--- src/design/csr_spmv_pkg.sv ---
// shared constants and types of the sparse matrix-vector engine
package csr_spmv_pkg;

    localparam int COLUMN_W  = 12;
    localparam int VALUE_W   = 32;
    localparam int SUM_W     = 64;
    localparam int ROW_W     = 20;

    localparam int S_TDATA_W = 48;
    localparam int M_TDATA_W = 88;
    localparam int M_PAD_W   = M_TDATA_W - SUM_W - ROW_W;

    localparam int VECTOR_DEPTH_DEFAULT = 4096;

    localparam int FIFO_DEPTH = 4;
    localparam int FIFO_PTR_W = 2;
    localparam int FIFO_CNT_W = FIFO_PTR_W + 1;

    typedef struct packed {
        logic valid;
        logic last;
        logic in_range;
    } stage_t;

    typedef struct packed {
        logic [ROW_W-1:0] row_index;
        logic [SUM_W-1:0] row_sum;
    } result_t;

endpackage

--- src/design/csr_spmv_mac.sv ---
// multiply stage and saturating row accumulator with row counter
module csr_spmv_mac (
    input  logic                                      aclk,
    input  logic                                      aresetn,
    input  csr_spmv_pkg::stage_t                      s1_ctl,
    input  logic signed [csr_spmv_pkg::VALUE_W-1:0]   s1_value,
    input  logic signed [csr_spmv_pkg::VALUE_W-1:0]   vec_rdata,
    output csr_spmv_pkg::stage_t                      s2_ctl,
    output logic                                      push,
    output csr_spmv_pkg::result_t                     push_data
);

    localparam int SW = csr_spmv_pkg::SUM_W;
    localparam int RW = csr_spmv_pkg::ROW_W;

    csr_spmv_pkg::stage_t   s2_ctl_reg, s2_ctl_next;
    logic signed [SW-1:0]   prod_reg, prod_next;
    logic signed [csr_spmv_pkg::VALUE_W-1:0] vec_x;
    logic signed [SW-1:0]   acc_reg, acc_next;
    logic [RW-1:0]          row_reg, row_next;
    logic signed [SW:0]     wide_sum;
    logic signed [SW-1:0]   sat_sum;

    // columns past the store read as zero
    always_comb begin
        vec_x       = s1_ctl.in_range ? vec_rdata : '0;
        prod_next   = s1_value * vec_x;
        s2_ctl_next = s1_ctl;
    end

    // 65 bit sum, clamp when the two top bits disagree
    always_comb begin
        wide_sum = {acc_reg[SW-1], acc_reg} + {prod_reg[SW-1], prod_reg};
        if (wide_sum[SW] != wide_sum[SW-1]) begin
            sat_sum = wide_sum[SW] ? {1'b1, {(SW-1){1'b0}}} : {1'b0, {(SW-1){1'b1}}};
        end else begin
            sat_sum = wide_sum[SW-1:0];
        end
    end

    always_comb begin
        acc_next = acc_reg;
        row_next = row_reg;
        if (s2_ctl_reg.valid) begin
            if (s2_ctl_reg.last) begin
                acc_next = '0;
                row_next = row_reg + RW'(1);
            end else begin
                acc_next = sat_sum;
            end
        end
    end

    always_ff @(posedge aclk) begin
        if (!aresetn) begin
            s2_ctl_reg <= '0;
            acc_reg    <= '0;
            row_reg    <= '0;
        end else begin
            s2_ctl_reg <= s2_ctl_next;
            acc_reg    <= acc_next;
            row_reg    <= row_next;
        end
    end

    always_ff @(posedge aclk) begin
        prod_reg <= prod_next;
    end

    assign s2_ctl              = s2_ctl_reg;
    assign push                = s2_ctl_reg.valid && s2_ctl_reg.last;
    assign push_data.row_sum   = sat_sum;
    assign push_data.row_index = row_reg;

endmodule

--- config.mk ---
export PLATFORM = sky130hd
export DESIGN_NAME = csr_spmv_mac
export DESIGN_NICKNAME = d
export VERILOG_FILES = /design/src/design/csr_spmv_pkg.sv /design/src/design/csr_spmv_mac.sv
export SDC_FILE = /design/constraint.sdc
export NUM_CORES = 2
export LEC_CHECK = 0
export ABC_AREA = 0
export BUFFER_PORTS_ARGS = -buffer_cell sky130_fd_sc_hd__buf_2
export CORE_ASPECT_RATIO = 1.2
export CORE_MARGIN = 3
export CORE_UTILIZATION = 50
export CTS_CLUSTER_SIZE = 14
export DETAILED_ROUTE_END_ITERATION = 10
export GPL_TIMING_DRIVEN = 0
export PLACE_DENSITY = 0.74
export REMOVE_ABC_BUFFERS = 1
export SYNTH_ARGS = -nofsm -noshare
export SYNTH_HDL_FRONTEND = slang
export SYNTH_SLANG_ARGS = --single-unit
--- constraint.sdc ---
create_clock -name aclk -period 19.3 [get_ports aclk]
set_input_delay 3.86 -clock aclk [delete_from_list [all_inputs] [get_ports aclk]]
set_output_delay 3.86 -clock aclk [all_outputs]
set_load 0.005 [all_outputs]
Word level (Yosys, flattened, before mapping). Cells that the tools add are included.

Add/subtract/negate cells: 2. Multiply operators: 1. Equal/unequal tests: 1. Muxes and demuxes: 4. Reduce and logical (&&, ||, !) cells: 2.

Operators by type and width (number): $mux 64 (3); $add 64x64->65 (1); $mul 32x32->64 (1); $mux 32 (1); $add 20x1->20 const B (1); $reduce_and 2->1 (1); $logic_and 1x1->1 (1); $ne 1x1->1 (1).

Register bits after elaboration: 151. Bits of input ports: 69. Output and inout port bits: 88. Logic and storage cells: 16.

Depth between registers and ports, before layout.
Word-level depth: 4. Gate-level depth with buffers: 33. Gate-level depth less buffers: 28.

Worst setup path before layout. OpenSTA, ideal clock, no wires.

Kind: in2reg. Start point: in s1_ctl[0] in the netlist's numbering. End point: reg prod_reg[63]. Setup time: 0.072 ns. Data arrival time: 11.847 ns. Data required time: 19.228 ns. Path slack: 7.381 ns. Stages: 29. Path buffers: 4. Path through: clkbuf_1 > clkbuf_1 > and2_1 > clkbuf_1 > nand2_1 > inv_1 > fa_1 > inv_1 > fa_1 > inv_1 > fa_1 > fa_1 > inv_1 > fa_1 > inv_1 > fa_1 > inv_1 > fa_1 > inv_1 > fa_1 > ha_1 > clkbuf_1 > and3_1 > nand2_1 > nor4_1 > a21oi_1 > o311a_1 > o41ai_1 > xnor2_1.

Word-level cells in the longest chain between the ends: 2.

Ends and longest elaborated chain: start, declared (RTL line csr_spmv_mac.sv:5) `input csr_spmv_pkg::stage_t s1_ctl,`; $mux 32 (RTL line csr_spmv_mac.sv:26) `vec_x = s1_ctl.in_range ? vec_rdata : '0;`; $mul 32x32->64 (RTL line csr_spmv_mac.sv:27) `prod_next = s1_value * vec_x;`; via prod_next[63] (RTL line csr_spmv_mac.sv:17) `logic signed [SW-1:0] prod_reg, prod_next;`; end signal, assigned (RTL line csr_spmv_mac.sv:67) `prod_reg <= prod_next;`; end, declared (RTL line csr_spmv_mac.sv:17).

The timed path passes the listed nets, and every way through them passes these cells. A chain may end at the register's enable or synchronous reset.

Final worst setup path. Same ends and word-level chain as after synthesis.

==> impl_metrics.toml <==
[routing]
wl_met2_mm = 67.3
drt_wl_total_mm = 136
dr_wl_met3_mm = 10.1
wl_met1_mm = 49.0
ant_nets = 0
avgViaCountPerCell = 5.91
drc = 0
highest_layer = "met4"
drt_iter0_drc = 2855
dr.pass1.iters = 7
vias = 35900
route.detailed.wl_per_inst_um = 22.5

[timing]
fmax_mhz = 73.7
finClkSkew_ps = 11.9
fin_ws_ps = 5740
setup_viol = 0
slew_violations = 0
fin_setup_tns_ps = 0
relSlewSlack_pct = 6.29
fin_crit_sh_pct = 70.3
worstMarginPinSlew_ps = 1410
rsz0062_at_grt = "no"
hold_violations = 0
period_minus_slack_ps = 13560

[synthesis]
syn-instance-count = 5036
synthFlopType = "dfxtp_1"
synth.avg_cell_area_um2 = 9.02
synth_sequential_area_ratio_pct = 6.65
yosysWarnings = 0
ys_types = 76
synth-seq-cells = 151
syn_area_um2 = 45400
synth_edf_count = 0
synthArstFlopShare_pct = 0

[placed_design]
io_buffers = 156
hpwl_mm = 102
pre_cts_slack_ps = 5220
place_inst = 6035
place_congestion = 0.957

[setup_path]
end_kind = "flip-flop"
cp_slowest_cell = "fa_1"
crit_start = "s1_ctl[0]"
arrival_ps = 13890
cp_data_required_time_ps = 19630
crit_path_start_kind = "input port"
crit_path_max_incr_delay_ps = 1010
cp_max_fo = 199
r2r_start = "acc_reg[34]$_SDFFE_PN0P_"
critical_path_class = "input port to flip-flop"

[clock_network]
cts_tree = "yes"
path_clk_slew_ps = 60
root_buffer = "clkbuf_16"
cts_hold_buf = 0
cts_sinks = 151
ctsResizeCount = 0
cts_made_buffers = 17
htree_levels = 4
cts_setup_buffers = 0
clk_path_buf_depth = 2
clk_latency_ps = 440

[min_path]
worstHoldStart = "acc_reg[42]$_SDFFE_PN0P_"
min_path_type = "flip-flop to flip-flop"

[floorplanning]
die_area_um2 = 94500
rows = 120
die_h_um = 336
coreArea_um2 = 89600
start_util_pct = 50.7
io_pins = 157
die_w_um = 281

[final_layout]
nNetsFinal = 6297
layout.cells.non_filler = 6074
area_growth_pct = 4.13
multiInputGateArea_um2 = 37400
fillCellCount = 8042
seqCellArea_um2 = 3020
drive_above_1_share_pct = 4.75
fin_util_pct = 52.8

[flow_run]
cap_violations = 0

[status]
status = "finished clean"

[grt]
grtUsageTotal_pct = 29.8
grt_start_max_net_pins = 262
grt_pass1_wl_mm = 216
grt_overflow = 0
grt_pass1_vias = 38900
antenna_found_initial = 7
[critical path: cells and delay by family]
family	cells	cell delay [ps]
AO/OA/AOI/OAI	3	1070
XOR/XNOR	1	220
adder cells (fa/ha/maj)	9	5010
buffers and inverters	9	1700
AND/OR/NAND/NOR	5	1790
[cells by family after synthesis]
family | after synthesis | synth area share [%]
adder cells (fa/ha/maj) | 1373 | 55.5
multiplexers | 4 | 0.0909
XOR/XNOR | 141 | 2.72
AO/OA/AOI/OAI | 528 | 7.64
flip-flops | 151 | 6.65
AND/OR/NAND/NOR | 1504 | 16.3
buffers and inverters | 1335 | 11.1
[routing by layer]
metal | vias up | global-route usage, %
met5 | - | 0
met4 | 0 | 18.1
met3 | 511 | 3.97
met2 | 1797 | 51.1
met1 | 18300 | 35.6
li1 | 15300 | -
[worst paths after layout]
kind                              endpoint  slack [ps]  cells after the start
setup reg to reg  acc_reg[44]$_SDFFE_PN0P_       13140                     14
hold / removal    acc_reg[42]$_SDFFE_PN0P_         460                      2
setup / recovery      prod_reg[63]$_DFF_P_        5740                     27
hold reg to reg   acc_reg[42]$_SDFFE_PN0P_         460                      2
[cell usage in the layout, fill, tap and decap left out, types with 10 or more instances in the layout]
cell / synthesis / routed
or3_1: 11 / 11
nand2b_1: 13 / 13
nand3_1: 33 / 33
xnor2_1: 95 / 95
nand4_1: 19 / 19
a31oi_1: 23 / 23
o21bai_1: 20 / 20
a21oi_1: 139 / 139
buf_2: 11 / 155
a21boi_0: 11 / 11
a221o_1: 26 / 26
fa_1: 1083 / 1082
clkbuf_16: 0 / 17
xor2_1: 46 / 46
ha_1: 249 / 249
nand2_1: 631 / 631
dfxtp_1: 151 / 151
maj3_1: 41 / 41
nor4_1: 10 / 10
nor3_1: 19 / 19
inv_1: 1009 / 1009
o211ai_1: 13 / 13
and2_1: 58 / 56
nor2_1: 152 / 151
a21o_1: 71 / 71
nor2b_1: 14 / 13
o21a_1: 16 / 16
and3_1: 520 / 520
or2_2: 12 / 12
o21ai_0: 122 / 122
[metrics by stage]
stage / hold slack (ps) / area (um2)
final: 462 / 47300
after global routing: 484 / 47300
after CTS: 464 / 47300
after detailed placement: 450 / 46700
after global placement: 438 / 46400
after floorplan: 429 / 44200
[cell usage after synthesis, types with 6 or more instances]
cell type	instances	area [um2]
fa_1	1083	21700
inv_1	1009	3790
nand2_1	631	2370
and3_1	520	3250
clkbuf_1	306	1150
ha_1	249	3120
nor2_1	152	571
dfxtp_1	151	3020
a21oi_1	139	696
o21ai_0	122	611
xnor2_1	95	832
a21o_1	71	533
and2_1	58	363
xor2_1	46	403
maj3_1	41	410
nand3_1	33	165
a221o_1	26	260
a31oi_1	23	144
o21bai_1	20	150
nand4_1	19	119
nor3_1	19	95.1
o21a_1	16	120
nor2b_1	14	87.6
nand2b_1	13	81.3
o211ai_1	13	97.6
or2_2	12	75.1
a21boi_0	11	82.6
buf_2	11	55.1
or3_1	11	68.8
nor4_1	10	62.6
a211oi_1	8	60.1
o31ai_1	8	60.1
a211o_1	7	61.3
buf_1	6	22.5
[area by class of cell]
class                   count  area share, %
clock buffers              19          0.957
repair buffers            167           2.20
diodes                      6         0.0317
inverters                1009           8.01
flip-flops and latches    151           6.39
well taps                1159           3.07
multi-input cells        3550           79.1
clock inverters            13          0.288
Power is not shown: default switching activity piles up to over one toggle a cycle in this logic, so the estimate is an artifact.
