<file path="src/design/csr_spmv_pkg.sv">
// shared constants and types of the sparse matrix-vector engine
package csr_spmv_pkg;

    localparam int COLUMN_W  = 12;
    localparam int VALUE_W   = 32;
    localparam int SUM_W     = 64;
    localparam int ROW_W     = 20;

    localparam int S_TDATA_W = 48;
    localparam int M_TDATA_W = 88;
    localparam int M_PAD_W   = M_TDATA_W - SUM_W - ROW_W;

    localparam int VECTOR_DEPTH_DEFAULT = 4096;

    localparam int FIFO_DEPTH = 4;
    localparam int FIFO_PTR_W = 2;
    localparam int FIFO_CNT_W = FIFO_PTR_W + 1;

    typedef struct packed {
        logic valid;
        logic last;
        logic in_range;
    } stage_t;

    typedef struct packed {
        logic [ROW_W-1:0] row_index;
        logic [SUM_W-1:0] row_sum;
    } result_t;

endpackage

</file>
<file path="src/design/csr_spmv_out_fifo.sv">
// small result queue between the accumulator and the output channel
module csr_spmv_out_fifo (
    input  logic                                   aclk,
    input  logic                                   aresetn,
    input  logic                                   push,
    input  csr_spmv_pkg::result_t                  push_data,
    input  logic                                   pop_ready,
    output logic                                   out_valid,
    output csr_spmv_pkg::result_t                  out_data,
    output logic [csr_spmv_pkg::FIFO_CNT_W-1:0]    count
);

    localparam int PW = csr_spmv_pkg::FIFO_PTR_W;
    localparam int CW = csr_spmv_pkg::FIFO_CNT_W;

    csr_spmv_pkg::result_t mem_reg [csr_spmv_pkg::FIFO_DEPTH];
    logic [PW-1:0] wr_ptr_reg, wr_ptr_next;
    logic [PW-1:0] rd_ptr_reg, rd_ptr_next;
    logic [CW-1:0] count_reg, count_next;
    logic          pop;

    assign out_valid = (count_reg != '0);
    assign pop       = out_valid && pop_ready;
    assign out_data  = mem_reg[rd_ptr_reg];
    assign count     = count_reg;

    always_comb begin
        wr_ptr_next = push ? wr_ptr_reg + PW'(1) : wr_ptr_reg;
        rd_ptr_next = pop ? rd_ptr_reg + PW'(1) : rd_ptr_reg;
        count_next  = count_reg + CW'(push) - CW'(pop);
    end

    always_ff @(posedge aclk) begin
        if (!aresetn) begin
            wr_ptr_reg <= '0;
            rd_ptr_reg <= '0;
            count_reg  <= '0;
        end else begin
            wr_ptr_reg <= wr_ptr_next;
            rd_ptr_reg <= rd_ptr_next;
            count_reg  <= count_next;
        end
    end

    always_ff @(posedge aclk) begin
        if (push) begin
            mem_reg[wr_ptr_reg] <= push_data;
        end
    end

endmodule

</file>
<file path="config.mk">
export PLATFORM = sky130hd
export DESIGN_NAME = csr_spmv_out_fifo
export DESIGN_NICKNAME = d
export VERILOG_FILES = /design/src/design/csr_spmv_pkg.sv /design/src/design/csr_spmv_out_fifo.sv
export SDC_FILE = /design/constraint.sdc
export NUM_CORES = 1
export LEC_CHECK = 0
export ABC_AREA = 1
export ABC_CLOCK_PERIOD_IN_PS = 4250
export BUFFER_PORTS_ARGS = -buffer_cell sky130_fd_sc_hd__buf_2
export CAP_MARGIN = 5
export CORE_MARGIN = 1.5
export CORE_UTILIZATION = 39
export CTS_BUF_LIST = sky130_fd_sc_hd__clkbuf_2 sky130_fd_sc_hd__clkbuf_4 sky130_fd_sc_hd__clkbuf_8
export DETAILED_ROUTE_END_ITERATION = 6
export GPL_TIMING_DRIVEN = 0
export RECOVER_POWER = 50
export SLEW_MARGIN = 5
export SYNTH_ARGS = -nofsm -noshare
export SYNTH_HDL_FRONTEND = slang
export SYNTH_SLANG_ARGS = --single-unit
</file>
<file path="constraint.sdc">
create_clock -name aclk -period 4.25 [get_ports aclk]
set_input_delay 0.425 -clock aclk [delete_from_list [all_inputs] [get_ports aclk]]
set_output_delay 0.425 -clock aclk [all_outputs]
set_load 0.01 [all_outputs]
</file>
# Word-level counts from Yosys, hierarchy flattened
# Memory sizes are Yosys's and may differ from the RTL's. A register that Yosys moved wholly into a read port is not among the register bits.
# Index checks and enable logic that the tools add are counted.
classes:
  muxes: 4
  n_addsub: 4
  reduce_logical: 2
op_table:
  columns: ["op", "n"]
  rows:
  - ["2-bit by 1-bit adder with 2-bit output, second input constant", 2]
  - ["2-bit two-way mux", 2]
  - ["3-bit by 1-bit adder with 3-bit output", 1]
  - ["3-bit nonzero test", 1]
  - ["3-bit by 1-bit subtractor with 3-bit output", 1]
  - ["1-bit two-way mux", 2]
  - ["1-bit logical AND", 1]
totals:
  mem_count: 1
  register_bits: 7
  output_inout_bits: 88
  ramBits: 336
  wordCells: 14
mem_list:
  columns: ["memory", "depth", "word_bits", "rd", "rd_clocked_by_memory_dff", "wr", "line", "rtl"]
  rows:
  - ["mem_reg", 4, 84, 1, 1, 1, "csr_spmv_out_fifo.sv:16", "csr_spmv_pkg::result_t mem_reg [csr_spmv_pkg::FIFO_DEPTH];"]

# Depth between registers and ports, before layout
depth:
  ltp_word: 4
  ltp_mapped: 9
  ltp_nobuf: 9

# Least setup slack after synthesis
# OpenSTA, ideal clock, no wires.
synth_timing:
  path_kind: "register -> register"
  start: "reg wr_ptr_reg[0]"
  end: "mem mem_reg[2][0] (netlist bit), enable pin"
  arrival_time_ns: 2.214
  setup_slack_ns: 1.598
  stages_incl_launch_ff: 5
  period_less_slack_ns: 2.652
  setup_ns: 0.438
  required_time_ns: 3.812
  cell_sequence: "dfxtp_1 > inv_1 > ha_1 > nand2_1 > inv_1"
synth_lines:
  columns: ["item", "line", "rtl"]
  rows:
  - ["start: declaration", "csr_spmv_out_fifo.sv:17", "logic [PW-1:0] wr_ptr_reg, wr_ptr_next;"]
  - ["start signal: assignment", "csr_spmv_out_fifo.sv:39", "wr_ptr_reg <= wr_ptr_next;"]
  - ["end: declaration", "csr_spmv_out_fifo.sv:16", null]
# No word-level cell before the write port.

# Worst setup path after layout
layout_timing:
  start: "reg wr_ptr_reg[0]"
  end: "mem mem_reg[2][8] (netlist bit), enable pin"
# No word-level cell before the write port.

==> run_results.csv <==
group,metric,value,unit
grt,grt_max_degree,52,
critical_path,crit_fanout,51,
yosys,synthSimpleGateAreaFrac,7.48,%
placement,gp_congestion,0.715,
yosys,ys_warn_count,0,
job,drv_cap,1,
grt,grt_usage,17.4,%
timing,fin_crit_sh,77.4,%
critical_path,critPathKind,"reg -> reg",
yosys,synth_area_leaders,"edfxtp_1 75%, o21ai_0 5.0%, o22ai_2 3.7%, nor2_1 3.7%, nor2_4 3.3%",
grt,grt_first_pass_wirelength,46.7,mm
critical_path,r2r_cells,5,
timing,clock_skew,0.0247,ns
yosys,synth.top_cells.by_count,"336 x edfxtp_1, 134 x o21ai_0, 133 x nor2_1",
floorplanning,fp.dieH,189,um
drt,wl_met2,15.0,mm
yosys,syn_inst,872,
yosys,synth_xor_area_share,0,%
drt,met1_length,13.3,mm
clock_network,postCtsSetupBuffers,0,
drt,drc_errors,0,
placement,hpwl,17.7,mm
clock_network,ctsHoldBuffers,82,
min_path,whs_path_depth,3,
critical_path,crit_required,4.55,ns
drt,ant_nets,0,
min_path,hp-start,"aresetn",
yosys,synthAdderAreaFrac,0.703,%
critical_path,crit_path_end_kind,"flip-flop",
cells_and_area,multi_input_area,2830,um2
clock_network,cts_made_buffers,57,
cells_and_area,seq_area,10300,um2
yosys,synth_seq_area_share,75.9,%
floorplanning,start_util,39.4,%
grt,overflow,0,
run_status,status,"finished with violations",
grt,antenna_found_initial,1,
drt,vias,8163,
timing,tns,0,ns
timing,setup_viol,0,
yosys,synth_top_family_by_area,"compound AO/OA/AOI/OAI gates",
drt,wire_per_inst,18.1,um
power,irDropWorstVdd,0.366,mV
timing,fmax,304,MHz
timing,period_minus_slack,3.29,ns
yosys,muxShareOfSynthArea,0,%
cells_and_area,layout-drive-gt1-share,26.0,%
yosys,synth.net_count,967,
placement,port_buffers,175,
yosys,synthDistinctLibCells,22,
critical_path,r2r_slack,0.96,ns
cells_and_area,nNetsFinal,1287,
floorplanning,die_area,35800,um2
power,powerDensity,538,nW/um2
cells_and_area,antenna-diode-count,0,
critical_path,timing.rr.start,"wr_ptr_reg[0]$_SDFFE_PN0P_",
clock_network,clock_path_buffers,3,
clock_network,clk_pin_slew,0.06,ns
yosys,synth.cell_area,13500,um2
timing,worst_slack,0.962,ns
yosys,synth_compound_area_share,12.7,%
yosys,ys_ff_latch,345,
yosys,synth_area_leader_cell,"edfxtp_1",
clock_network,tritoncts,"built",
clock_network,cts_sinks,345,
critical_path,critPathLaunchType,"flip-flop",
floorplanning,die_width,189,um
cells_and_area,largest_register_ffs,336,
placement,place_ws,1.90,ns
yosys,yosys.area.top_type_share,74.6,%
critical_path,crit_arrival,3.59,ns
clock_network,root_buffer,"clkbuf_8",
floorplanning,num_rows,68,
yosys,synth_edf_count,336,
timing,worstMarginPinSlew,1.89,ns
drt,totalWireLength,30.7,mm
yosys,asyncSetResetFlopFracSynth,0,%
clock_network,post_cts_resized,0,
run_status,violations,"capacitance limit, slew limit",
min_path,worstHoldPathType,"in -> reg",
drt,wl_met3,1.69,mm
drt,top_layer,"met5",
yosys,synthFlopType,"edfxtp_1",
power,leakage,5.81,nW
cells_and_area,num-fill-cells,3048,
yosys,syn_area_per_cell,15.5,um2
cells_and_area,area_growth_syn_to_layout,25.5,%
timing,drv_slew,34,
drt,vias_per_cell,4.82,
critical_path,r2r_end,"mem_reg[2][8]$_DFFE_PP_",
yosys,synth.most_common_cell,"edfxtp_1",
floorplanning,coreArea,34400,um2
timing,relSlewSlack,-26.7,%
drt,drt_iter0_drc,414,
clock_network,cts_max_level,2,
timing,rsz0062_at_grt,"false",
min_path,min_to,"count[1]$_SDFF_PN0_",
clock_network,clock_latency,0.62,ns
floorplanning,io_pins,176,
timing,hold_violations,0,
drt,dr.pass1.iters,4,
grt,grt_pass1_vias,8518,
==> cell type report <==
class	count	area share, %
Timing Repair Buffer	261	10.0
Sequential cell	345	60.5
Clock buffer	84	6.00
Tap cell	455	3.35
Inverter	17	0.457
Clock inverter	21	0.928
Buffer	54	2.17
Multi-Input combinational cell	456	16.6
==> worst max-delay path: stages, from the launching register on <==
cell and delay, ns:
dfxtp_1 0.35, inv_1 0.10, ha_1 0.21, nand2_1 0.08
clkinvlp_2 1.42, buf_16 0.74
==> report_power, final <==
part | total [mW] | switching [mW] | internal (mW)
registers | 3.96 | 0.0552 | 3.91
clock network | 2.94 | 1.28 | 1.66
logic | 2.24 | 1.42 | 0.819
==> metrics by stage <==
stage	instances	utilization (%)	cell area (um2)	hold WS (ns)	power, mW
global route	1693	49.4	17000	0.0610	9.60
floorplan	872	-	13500	0.448	5.38
finish	1693	49.4	17000	0.0987	9.14
detailed placement	1506	43.9	15100	0.488	6.25
CTS	1693	49.7	17100	0.0000262	9.26
global placement	1502	43.6	15000	0.461	6.24
==> worst max-delay path by stage <==
stage                                from                        to  slack, ns  cells past startpoint
6_report       wr_ptr_reg[0]$_SDFFE_PN0P_   mem_reg[2][8]$_DFFE_PP_       0.96                      5
3_3_place_gp                         push  mem_reg[3][81]$_DFFE_PP_       0.07                      3
5_1_grt        wr_ptr_reg[0]$_SDFFE_PN0P_   mem_reg[2][8]$_DFFE_PP_       0.72                      5
4_1_cts                         flip-flop              out_data[24]       1.20                      5
3_5_place_dp                    flip-flop              out_data[24]       1.90                      5
2_1_floorplan  wr_ptr_reg[0]$_SDFFE_PN0P_   mem_reg[2][0]$_DFFE_PP_       1.60                      4
==> per-layer routing <==
metal  up-vias  track usage (%)
met4         2             6.62
met2       228             28.8
met3        47             3.99
met5         -                0
met1      3950             22.2
li1       3936                -
==> cells in the final DEF, fill, tap and decap left out, types with 3 or more instances in the layout <==
cell type      instances
dfxtp_1                9
buf_16                 4
o22ai_1               44
clkbuf_1             112
edfxtp_1             336
a21oi_1                5
buf_12                 5
o21ai_0              134
o21ai_1               20
inv_4                  3
clkbuf_8              62
nor2_1               133
nor2_4                40
clkinv_1               6
clkbuf_4              22
buf_2                103
o21ai_2               16
buf_6                  9
o22ai_2               40
dlygate4sd3_1         82
clkinv_2              11
ha_1                   6
nand2_1               14
inv_1                 11
==> logic make-up (layout without fill, tap and decap cells) <==
group	count (synthesis)	after routing
buffers and inverters	71	437
and+or+nand+nor	189	189
DFF	345	345
adders and majority gates	7	7
AOI/OAI and AO/OA	260	260
Power figures use the tool's default switching activity.
